File: config.mk
export PLATFORM = sky130hd
export DESIGN_NAME = texel_format_to_rgb888_top_flat
export DESIGN_NICKNAME = d
export VERILOG_FILES = /design/src/tfr_pkg.sv /design/src/tfr_cfg_if.sv /design/src/tfr_pix_if.sv /design/src/tfr_rgb_if.sv /design/src/tfr_convert.sv /design/src/texel_format_to_rgb888_top.sv /design/src/flat_wrapper.sv
export SDC_FILE = /design/constraint.sdc
export NUM_CORES = 1
export LEC_CHECK = 0
export CAP_MARGIN = 0
export CORE_ASPECT_RATIO = 1.2
export CORE_MARGIN = 8
export CORE_UTILIZATION = 36
export CTS_CLUSTER_SIZE = 16
export DETAILED_ROUTE_END_ITERATION = 10
export DONT_BUFFER_PORTS = 1
export SLEW_MARGIN = 40
export SYNTH_ARGS = -nofsm -noshare
export SYNTH_HDL_FRONTEND = slang
export SYNTH_HIERARCHICAL = 1
export SYNTH_SLANG_ARGS = --single-unit
File: constraint.sdc
create_clock -name clk_i -period 9.5 [get_ports clk_i]
set_input_delay 1.9 -clock clk_i [delete_from_list [all_inputs] [get_ports clk_i]]
set_output_delay 1.9 -clock clk_i [all_outputs]
set_load 0.01 [all_outputs]
File: src/tfr_pkg.sv
`timescale 1ns / 1ps

package tfr_pkg;

  // Source format codes as held in the configuration register
  typedef enum logic [3:0] {
    FMT_RGB888   = 4'd0,
    FMT_BGR888   = 4'd1,
    FMT_ABGR8888 = 4'd2,
    FMT_BGRA8888 = 4'd3,
    FMT_LA88     = 4'd4,
    FMT_L8       = 4'd5,
    FMT_X1RGB555 = 4'd6,
    FMT_RGB565   = 4'd7,
    FMT_RGBA8888 = 4'd8
  } fmt_e;

  localparam int unsigned FmtWidth   = 4;
  localparam int unsigned PixelWidth = 32;
  localparam int unsigned ChanWidth  = 8;

  typedef logic [PixelWidth-1:0] pixel_t;
  typedef logic [ChanWidth-1:0]  chan_t;

  // One converted pixel
  typedef struct packed {
    chan_t red;
    chan_t green;
    chan_t blue;
    logic  unsupported;
  } rgb_t;

endpackage

File: src/tfr_cfg_if.sv
`timescale 1ns / 1ps

interface tfr_cfg_if;
  logic                               valid;
  logic                               ready;
  logic [tfr_pkg::FmtWidth-1:0]       source_format;

  modport source (output valid, output source_format, input ready);
  modport sink   (input valid, input source_format, output ready);
endinterface

File: src/tfr_pix_if.sv
`timescale 1ns / 1ps

interface tfr_pix_if;
  logic            valid;
  logic            ready;
  tfr_pkg::pixel_t pixel_word;

  modport source (output valid, output pixel_word, input ready);
  modport sink   (input valid, input pixel_word, output ready);
endinterface

File: src/tfr_rgb_if.sv
`timescale 1ns / 1ps

interface tfr_rgb_if;
  logic           valid;
  logic           ready;
  tfr_pkg::chan_t red;
  tfr_pkg::chan_t green;
  tfr_pkg::chan_t blue;
  logic           unsupported;

  modport source (output valid, output red, output green, output blue,
                  output unsupported, input ready);
  modport sink   (input valid, input red, input green, input blue,
                  input unsupported, output ready);
endinterface

File: src/tfr_convert.sv
`timescale 1ns / 1ps

module tfr_convert (
  input  logic [tfr_pkg::FmtWidth-1:0] fmt_i,
  input  tfr_pkg::pixel_t              pixel_i,
  output tfr_pkg::rgb_t                rgb_o
);

  // c*a/255 truncated, exact for every 8-bit c and a: (p + (p>>8) + 1) >> 8
  function automatic tfr_pkg::chan_t premul(input tfr_pkg::chan_t c,
                                            input tfr_pkg::chan_t a);
    logic [15:0] prod;
    logic [15:0] sum;
    prod = 16'(c) * 16'(a);
    sum  = prod + {8'd0, prod[15:8]} + 16'd1;
    return sum[15:8];
  endfunction

  tfr_pkg::chan_t b0, b1, b2, b3;
  tfr_pkg::chan_t pm_r, pm_g, pm_b, pm_a;
  tfr_pkg::chan_t mul_r, mul_g, mul_b;

  assign b0 = pixel_i[7:0];
  assign b1 = pixel_i[15:8];
  assign b2 = pixel_i[23:16];
  assign b3 = pixel_i[31:24];

  // Pick premultiply operands first so only three multipliers are needed
  always_comb begin
    pm_r = b3;
    pm_g = b2;
    pm_b = b1;
    pm_a = b0;
    if (fmt_i == tfr_pkg::FMT_BGRA8888) begin
      pm_r = b2;
      pm_g = b1;
      pm_b = b0;
      pm_a = b3;
    end else if (fmt_i == tfr_pkg::FMT_LA88) begin
      pm_r = b0;
      pm_g = b0;
      pm_b = b0;
      pm_a = b1;
    end
  end

  assign mul_r = premul(pm_r, pm_a);
  assign mul_g = premul(pm_g, pm_a);
  assign mul_b = premul(pm_b, pm_a);

  always_comb begin
    rgb_o = '0;
    unique case (fmt_i)
      tfr_pkg::FMT_RGB888: begin
        rgb_o.red   = b0;
        rgb_o.green = b1;
        rgb_o.blue  = b2;
      end
      tfr_pkg::FMT_BGR888: begin
        rgb_o.red   = b2;
        rgb_o.green = b1;
        rgb_o.blue  = b0;
      end
      tfr_pkg::FMT_ABGR8888, tfr_pkg::FMT_BGRA8888, tfr_pkg::FMT_LA88: begin
        rgb_o.red   = mul_r;
        rgb_o.green = mul_g;
        rgb_o.blue  = mul_b;
      end
      tfr_pkg::FMT_L8: begin
        rgb_o.red   = b0;
        rgb_o.green = b0;
        rgb_o.blue  = b0;
      end
      tfr_pkg::FMT_X1RGB555: begin
        rgb_o.red   = {pixel_i[14:10], 3'b000};
        rgb_o.green = {pixel_i[9:5], 3'b000};
        rgb_o.blue  = {pixel_i[4:0], 3'b000};
      end
      tfr_pkg::FMT_RGB565: begin
        rgb_o.red   = {pixel_i[15:11], 3'b000};
        rgb_o.green = {pixel_i[10:5], 2'b00};
        rgb_o.blue  = {pixel_i[4:0], 3'b000};
      end
      default: begin
        rgb_o.unsupported = 1'b1;
      end
    endcase
  end

endmodule

File: src/texel_format_to_rgb888_top.sv
`timescale 1ns / 1ps

// Source pixel to RGB888 converter.
//
// pix_i carries one source pixel word per item (first source byte in bits
// 7:0, 16-bit formats in bits 15:0); rgb_o gives one RGB888 item per input
// item, with the unsupported flag set and zero color for formats that cannot
// be converted. cfg_i writes the source format; its ready is always high.
// Write the format only while no items are in flight.
//
// An item accepted on pix_i lands in the input register, moves into the result
// register once that register is free, and is presented on rgb_o from then on.
// Throughput is one item per cycle while the receiver does not stall; the
// premultiply path (8x8 multiply plus the /255 add-and-shift) sits between the
// two registers and sets the clock period.
// Reset clears both stages and sets the format to RGB888. When the receiver
// stalls, the result register holds its item and the input register still
// takes one more; pix_i.ready drops only once both stages are full, and
// comes back in the cycle the receiver takes the result.
module texel_format_to_rgb888_top (
  input  logic             clk_i,
  input  logic             rst_ni,
  tfr_cfg_if.sink          cfg_i,
  tfr_pix_if.sink          pix_i,
  tfr_rgb_if.source        rgb_o
);

  logic [tfr_pkg::FmtWidth-1:0] fmt_q;

  logic            in_valid_q;
  tfr_pkg::pixel_t pixel_q;
  logic            out_valid_q;
  tfr_pkg::rgb_t   rgb_q;
  tfr_pkg::rgb_t   rgb_d;

  logic out_free;
  logic in_adv;
  logic in_accept;

  // Format register: always ready
  assign cfg_i.ready = 1'b1;

  always_ff @(posedge clk_i or negedge rst_ni) begin
    if (!rst_ni) begin
      fmt_q <= tfr_pkg::FMT_RGB888;
    end else if (cfg_i.valid) begin
      fmt_q <= cfg_i.source_format;
    end
  end

  // Handshake chain: result register frees when empty or taken
  assign out_free    = !out_valid_q || rgb_o.ready;
  assign in_adv      = in_valid_q && out_free;
  assign pix_i.ready = !in_valid_q || out_free;
  assign in_accept   = pix_i.valid && pix_i.ready;

  // Input stage
  always_ff @(posedge clk_i or negedge rst_ni) begin
    if (!rst_ni) begin
      in_valid_q <= 1'b0;
    end else if (pix_i.ready) begin
      in_valid_q <= pix_i.valid;
    end
  end

  always_ff @(posedge clk_i) begin
    if (in_accept) begin
      pixel_q <= pix_i.pixel_word;
    end
  end

  tfr_convert u_convert (
    .fmt_i   (fmt_q),
    .pixel_i (pixel_q),
    .rgb_o   (rgb_d)
  );

  // Result stage
  always_ff @(posedge clk_i or negedge rst_ni) begin
    if (!rst_ni) begin
      out_valid_q <= 1'b0;
    end else if (out_free) begin
      out_valid_q <= in_valid_q;
    end
  end

  always_ff @(posedge clk_i) begin
    if (in_adv) begin
      rgb_q <= rgb_d;
    end
  end

  assign rgb_o.valid       = out_valid_q;
  assign rgb_o.red         = rgb_q.red;
  assign rgb_o.green       = rgb_q.green;
  assign rgb_o.blue        = rgb_q.blue;
  assign rgb_o.unsupported = rgb_q.unsupported;

  // Unsupported results never carry color
  a_unsupported_zero : assert property (@(posedge clk_i) disable iff (!rst_ni)
    out_valid_q && rgb_q.unsupported |->
      rgb_q.red == '0 && rgb_q.green == '0 && rgb_q.blue == '0)
    else $error("unsupported result with nonzero color");

  // A blocked input stage keeps its item
  a_in_hold : assert property (@(posedge clk_i) disable iff (!rst_ni)
    in_valid_q && !out_free |=> in_valid_q && $stable(pixel_q))
    else $error("input stage lost an item while blocked");

  // A result only appears if the input stage held an item
  a_no_phantom : assert property (@(posedge clk_i) disable iff (!rst_ni)
    !out_valid_q && !in_valid_q |=> !out_valid_q)
    else $error("result appeared without a source item");

  // An accepted item always lands in the input stage
  a_accept_lands : assert property (@(posedge clk_i) disable iff (!rst_ni)
    in_accept |=> in_valid_q)
    else $error("accepted item not captured");

endmodule
File: src/flat_wrapper.sv
// flat-port wrapper written by rule: the top's interface ports become plain ports
module texel_format_to_rgb888_top_flat 
  (clk_i, rst_ni, cfg_i_valid, cfg_i_source_format, cfg_i_ready, pix_i_valid, pix_i_pixel_word, pix_i_ready, rgb_o_valid, rgb_o_red, rgb_o_green, rgb_o_blue, rgb_o_unsupported, rgb_o_ready);
  tfr_cfg_if cfg_i_i ();
  tfr_pix_if pix_i_i ();
  tfr_rgb_if rgb_o_i ();
  input  logic clk_i;
  input  logic rst_ni;
  input wire logic [$bits(cfg_i_i.valid)-1:0] cfg_i_valid;
  input wire logic [$bits(cfg_i_i.source_format)-1:0] cfg_i_source_format;
  output wire logic [$bits(cfg_i_i.ready)-1:0] cfg_i_ready;
  input wire logic [$bits(pix_i_i.valid)-1:0] pix_i_valid;
  input wire logic [$bits(pix_i_i.pixel_word)-1:0] pix_i_pixel_word;
  output wire logic [$bits(pix_i_i.ready)-1:0] pix_i_ready;
  output wire logic [$bits(rgb_o_i.valid)-1:0] rgb_o_valid;
  output wire logic [$bits(rgb_o_i.red)-1:0] rgb_o_red;
  output wire logic [$bits(rgb_o_i.green)-1:0] rgb_o_green;
  output wire logic [$bits(rgb_o_i.blue)-1:0] rgb_o_blue;
  output wire logic [$bits(rgb_o_i.unsupported)-1:0] rgb_o_unsupported;
  input wire logic [$bits(rgb_o_i.ready)-1:0] rgb_o_ready;
  assign cfg_i_i.valid = cfg_i_valid;
  assign cfg_i_i.source_format = cfg_i_source_format;
  assign cfg_i_ready = cfg_i_i.ready;
  assign pix_i_i.valid = pix_i_valid;
  assign pix_i_i.pixel_word = pix_i_pixel_word;
  assign pix_i_ready = pix_i_i.ready;
  assign rgb_o_valid = rgb_o_i.valid;
  assign rgb_o_red = rgb_o_i.red;
  assign rgb_o_green = rgb_o_i.green;
  assign rgb_o_blue = rgb_o_i.blue;
  assign rgb_o_unsupported = rgb_o_i.unsupported;
  assign rgb_o_i.ready = rgb_o_ready;
  texel_format_to_rgb888_top u_core (.clk_i(clk_i), .rst_ni(rst_ni), .cfg_i(cfg_i_i), .pix_i(pix_i_i), .rgb_o(rgb_o_i));
endmodule
==> metrics.txt <==
largest net degree at the start of global routing 33; Post-DRT Antenna Nets 0; width of the chip 176 microns; Final Max Slew Viols 0; routed vias/inst ~5.6; syn_nets 1,516; wire per inst roughly 19 microns; I/O Buffers 0; Worst Max-Slew Pin Slew 0.823 ns; CTS tree yes; multi-input logic area 8370 sq um; ratio of final minimum period to clock period 92.0%; postcts setup bufs 0; GR Util All Layers between 15 and 20%; FF-to-FF End u_core/rgb_o.blue[1]; Yosys top cell by area fa_1; Fill cells 3,159; number of buffers and inverters on the critical path 5; run status completed; Worst path slowest cell mux2i_1; layout cell share with drive strength beyond 1 just over 8%; Area Overhead vs Synth 7.74%; Hold WC Path Type reg2reg; DIE AREA 36,400 sq um; CTS buffer count 9; crit end category flip-flop; Max-slew headroom 44.8%; Post-synth EDFFs between 50 and 60; CP Max Fanout 20; layout net count around 1,500; register clock-pin slew on the reported worst setup and hold paths about 0.060 ns; CTS Root Cell clkbuf_16; CP Capture Point u_core/rgb_o.blue[1]; R2R cell count 27; Hold Buf Count CTS 0; # clock sinks 63; dominant cells by area after synthesis fa_1, edfxtp_1, ha_1; Data arrival, critical path just under 9 ns; FF+latch count, synth 63; MaxCap Viol Count 0; Setup CP Type reg2reg; Setup-failing EPs final 0; Placed Cells 1,617; Placed Area between 10,000 and 15,000 sq um; Mapped Cells roughly 1,200; Final Wtd Congestion 0.885; design area between 10,000 and 15,000 sq um; post-DP HPWL around 25 mm; reg-to-reg startpoint u_core/fmt_q[1]; vias in the first global route between 9,000 and 10,000; Ys Warns 6; Crit path required time 9.60 ns; reg-to-reg slack, setup 0.76 ns; total grt overflow 0; Synth Cell Area roughly 11,000 sq um; CP delay by family, top adder cells; n_diodes 0; share of flip-flops with an asynchronous set or reset 9.52%; Register Area 1860 sq um; register area share after synthesis 16.9%; Worst Setup SP u_core/fmt_q[1]; Resize count post-CTS 0; fmax approximately 110 MHz; clock tree buffer depth 2; drt first pass iters 8; initial DRC count 728; most frequent cells in the layout nor2_1, inv_1, ha_1; synthesized area per cell 8.84 sq um; first-pass GRT wire length between 50 and 60 mm; initial core utilization a little over a third; chip height slightly above 200 microns; Non-Filler Instances roughly 1,600; top_reg_cell synth edfxtp_1; Final min period 8.74 ns; Worst Clk Skew 0.00874 ns; row count 70; core area 30,300 sq um; cell count along the critical path 27; Critical Path Max Stage Delay slightly above 0.7 ns; I/O pin count 69; antenna violations before repair 0; Final Hold Viols 0; CP Launch Type flip-flop; top cell type's share of synthesized area about 20%; setup TNS 0 ns; Critical Path Most Common Cell fa_1; RSZ-0062 raised after global routing no; total number of vias around 9,200; Routed WL slightly above 30 mm; # DRC 0; Cell variety after synth 90; Clk Latency, worst-skew pair between 0.3 and 0.4 ns; H-tree levels 3; most common cell after layout, fill and taps aside nor2_1
[flip-flops by register name, summed over array words and instances, names as in the netlist]
register                  flops
u_core/pixel_q               32
u_core/rgb_o.unsupported      1
u_core/fmt_q                  4
u_core/rgb_o.green            8
u_core/in_valid_q             1
u_core/rgb_o.red              8
u_core/rgb_o.valid            1
u_core/rgb_o.blue             8
[per-stage QoR]
| step | utilization (%) | hold WS (ns) | worst slack [ns] |
|---|---|---|---|
| after floorplan | - | 0.475 | 1.81 |
| after global placement | 37.9 | 0.520 | 1.02 |
| after detailed placement | 38.0 | 0.559 | 0.947 |
| after CTS | 39.0 | 0.576 | 0.917 |
| after global routing | 39.1 | 0.590 | 0.379 |
| final | 39.1 | 0.568 | 0.764 |
[cells by family after synthesis]
logic type      count (synthesis)  synth area share, %
compound gates                257                 17.4
flops                          63                 16.9
simple gates                  400                 17.6
fa+ha+maj                     233                 33.9
mux                            32                 3.07
xor+xnor                       41                 3.53
other cells                     1               0.0341
buf+inv                       217                 7.50
[synth_stat cells (all sizes together), types with 18 or more instances]
master  number
inv        168
nor2       207
fa         108
mux2i       18
nand2       31
o21ai       43
nand3       25
nor3        25
ha         123
xnor2       24
or2         38
clkbuf      42
edfxtp      57
a21oi       42
[routing by layer]
layer,global-route usage [%],wire length (microns),up-vias
met5,0,0,-
met4,7.26,1130,0
met3,1.38,1280,56
met2,30.8,16000,280
met1,20.6,12600,4540
li1,-,-,4328
[cell type report]
class	instances	share of cell area, %
Timing Repair Buffer	26	1.65
Clock buffer	9	1.90
Tap cell	396	4.18
Inverter	168	5.32
Multi-Input combinational cell	964	70.6
Sequential cell	63	15.7
Clock inverter	7	0.613
[worst register-to-register path: stages (launching register included)]
cell      delay [ns]
dfrtp_1         0.56
or4b_1          0.60
buf_4           0.22
nand2_1         0.44
buf_4           0.37
mux2i_1         0.71
or2_2           0.25
fa_1            0.45
fa_1            0.54
inv_1           0.05
fa_1            0.47
inv_1           0.05
fa_1            0.47
inv_1           0.04
ha_1            0.35
o21ai_1         0.18
o21bai_1        0.14
a211oi_1        0.44
nor2_1          0.21
ha_1            0.33
o21a_1          0.17
nor2_1          0.08
a21oi_1         0.06
maj3_2          0.36
maj3_2          0.31
o211ai_2        0.15
a21oi_1         0.16
a221o_1         0.33
[worst min-delay path by stage]
stage	start	endpoint	cells past startpoint
after floorplan	u_core/fmt_q[2]	u_core/fmt_q[2]	1
after global placement	u_core/in_valid_q	u_core/rgb_o.valid	1
after detailed placement	u_core/in_valid_q	u_core/rgb_o.valid	1
after CTS	u_core/in_valid_q	u_core/rgb_o.valid	1
after global routing	u_core/in_valid_q	u_core/rgb_o.valid	1
final	u_core/in_valid_q	u_core/rgb_o.valid	1
Power is not shown: default switching activity piles up to over one toggle a cycle in this logic, so the estimate is an artifact.
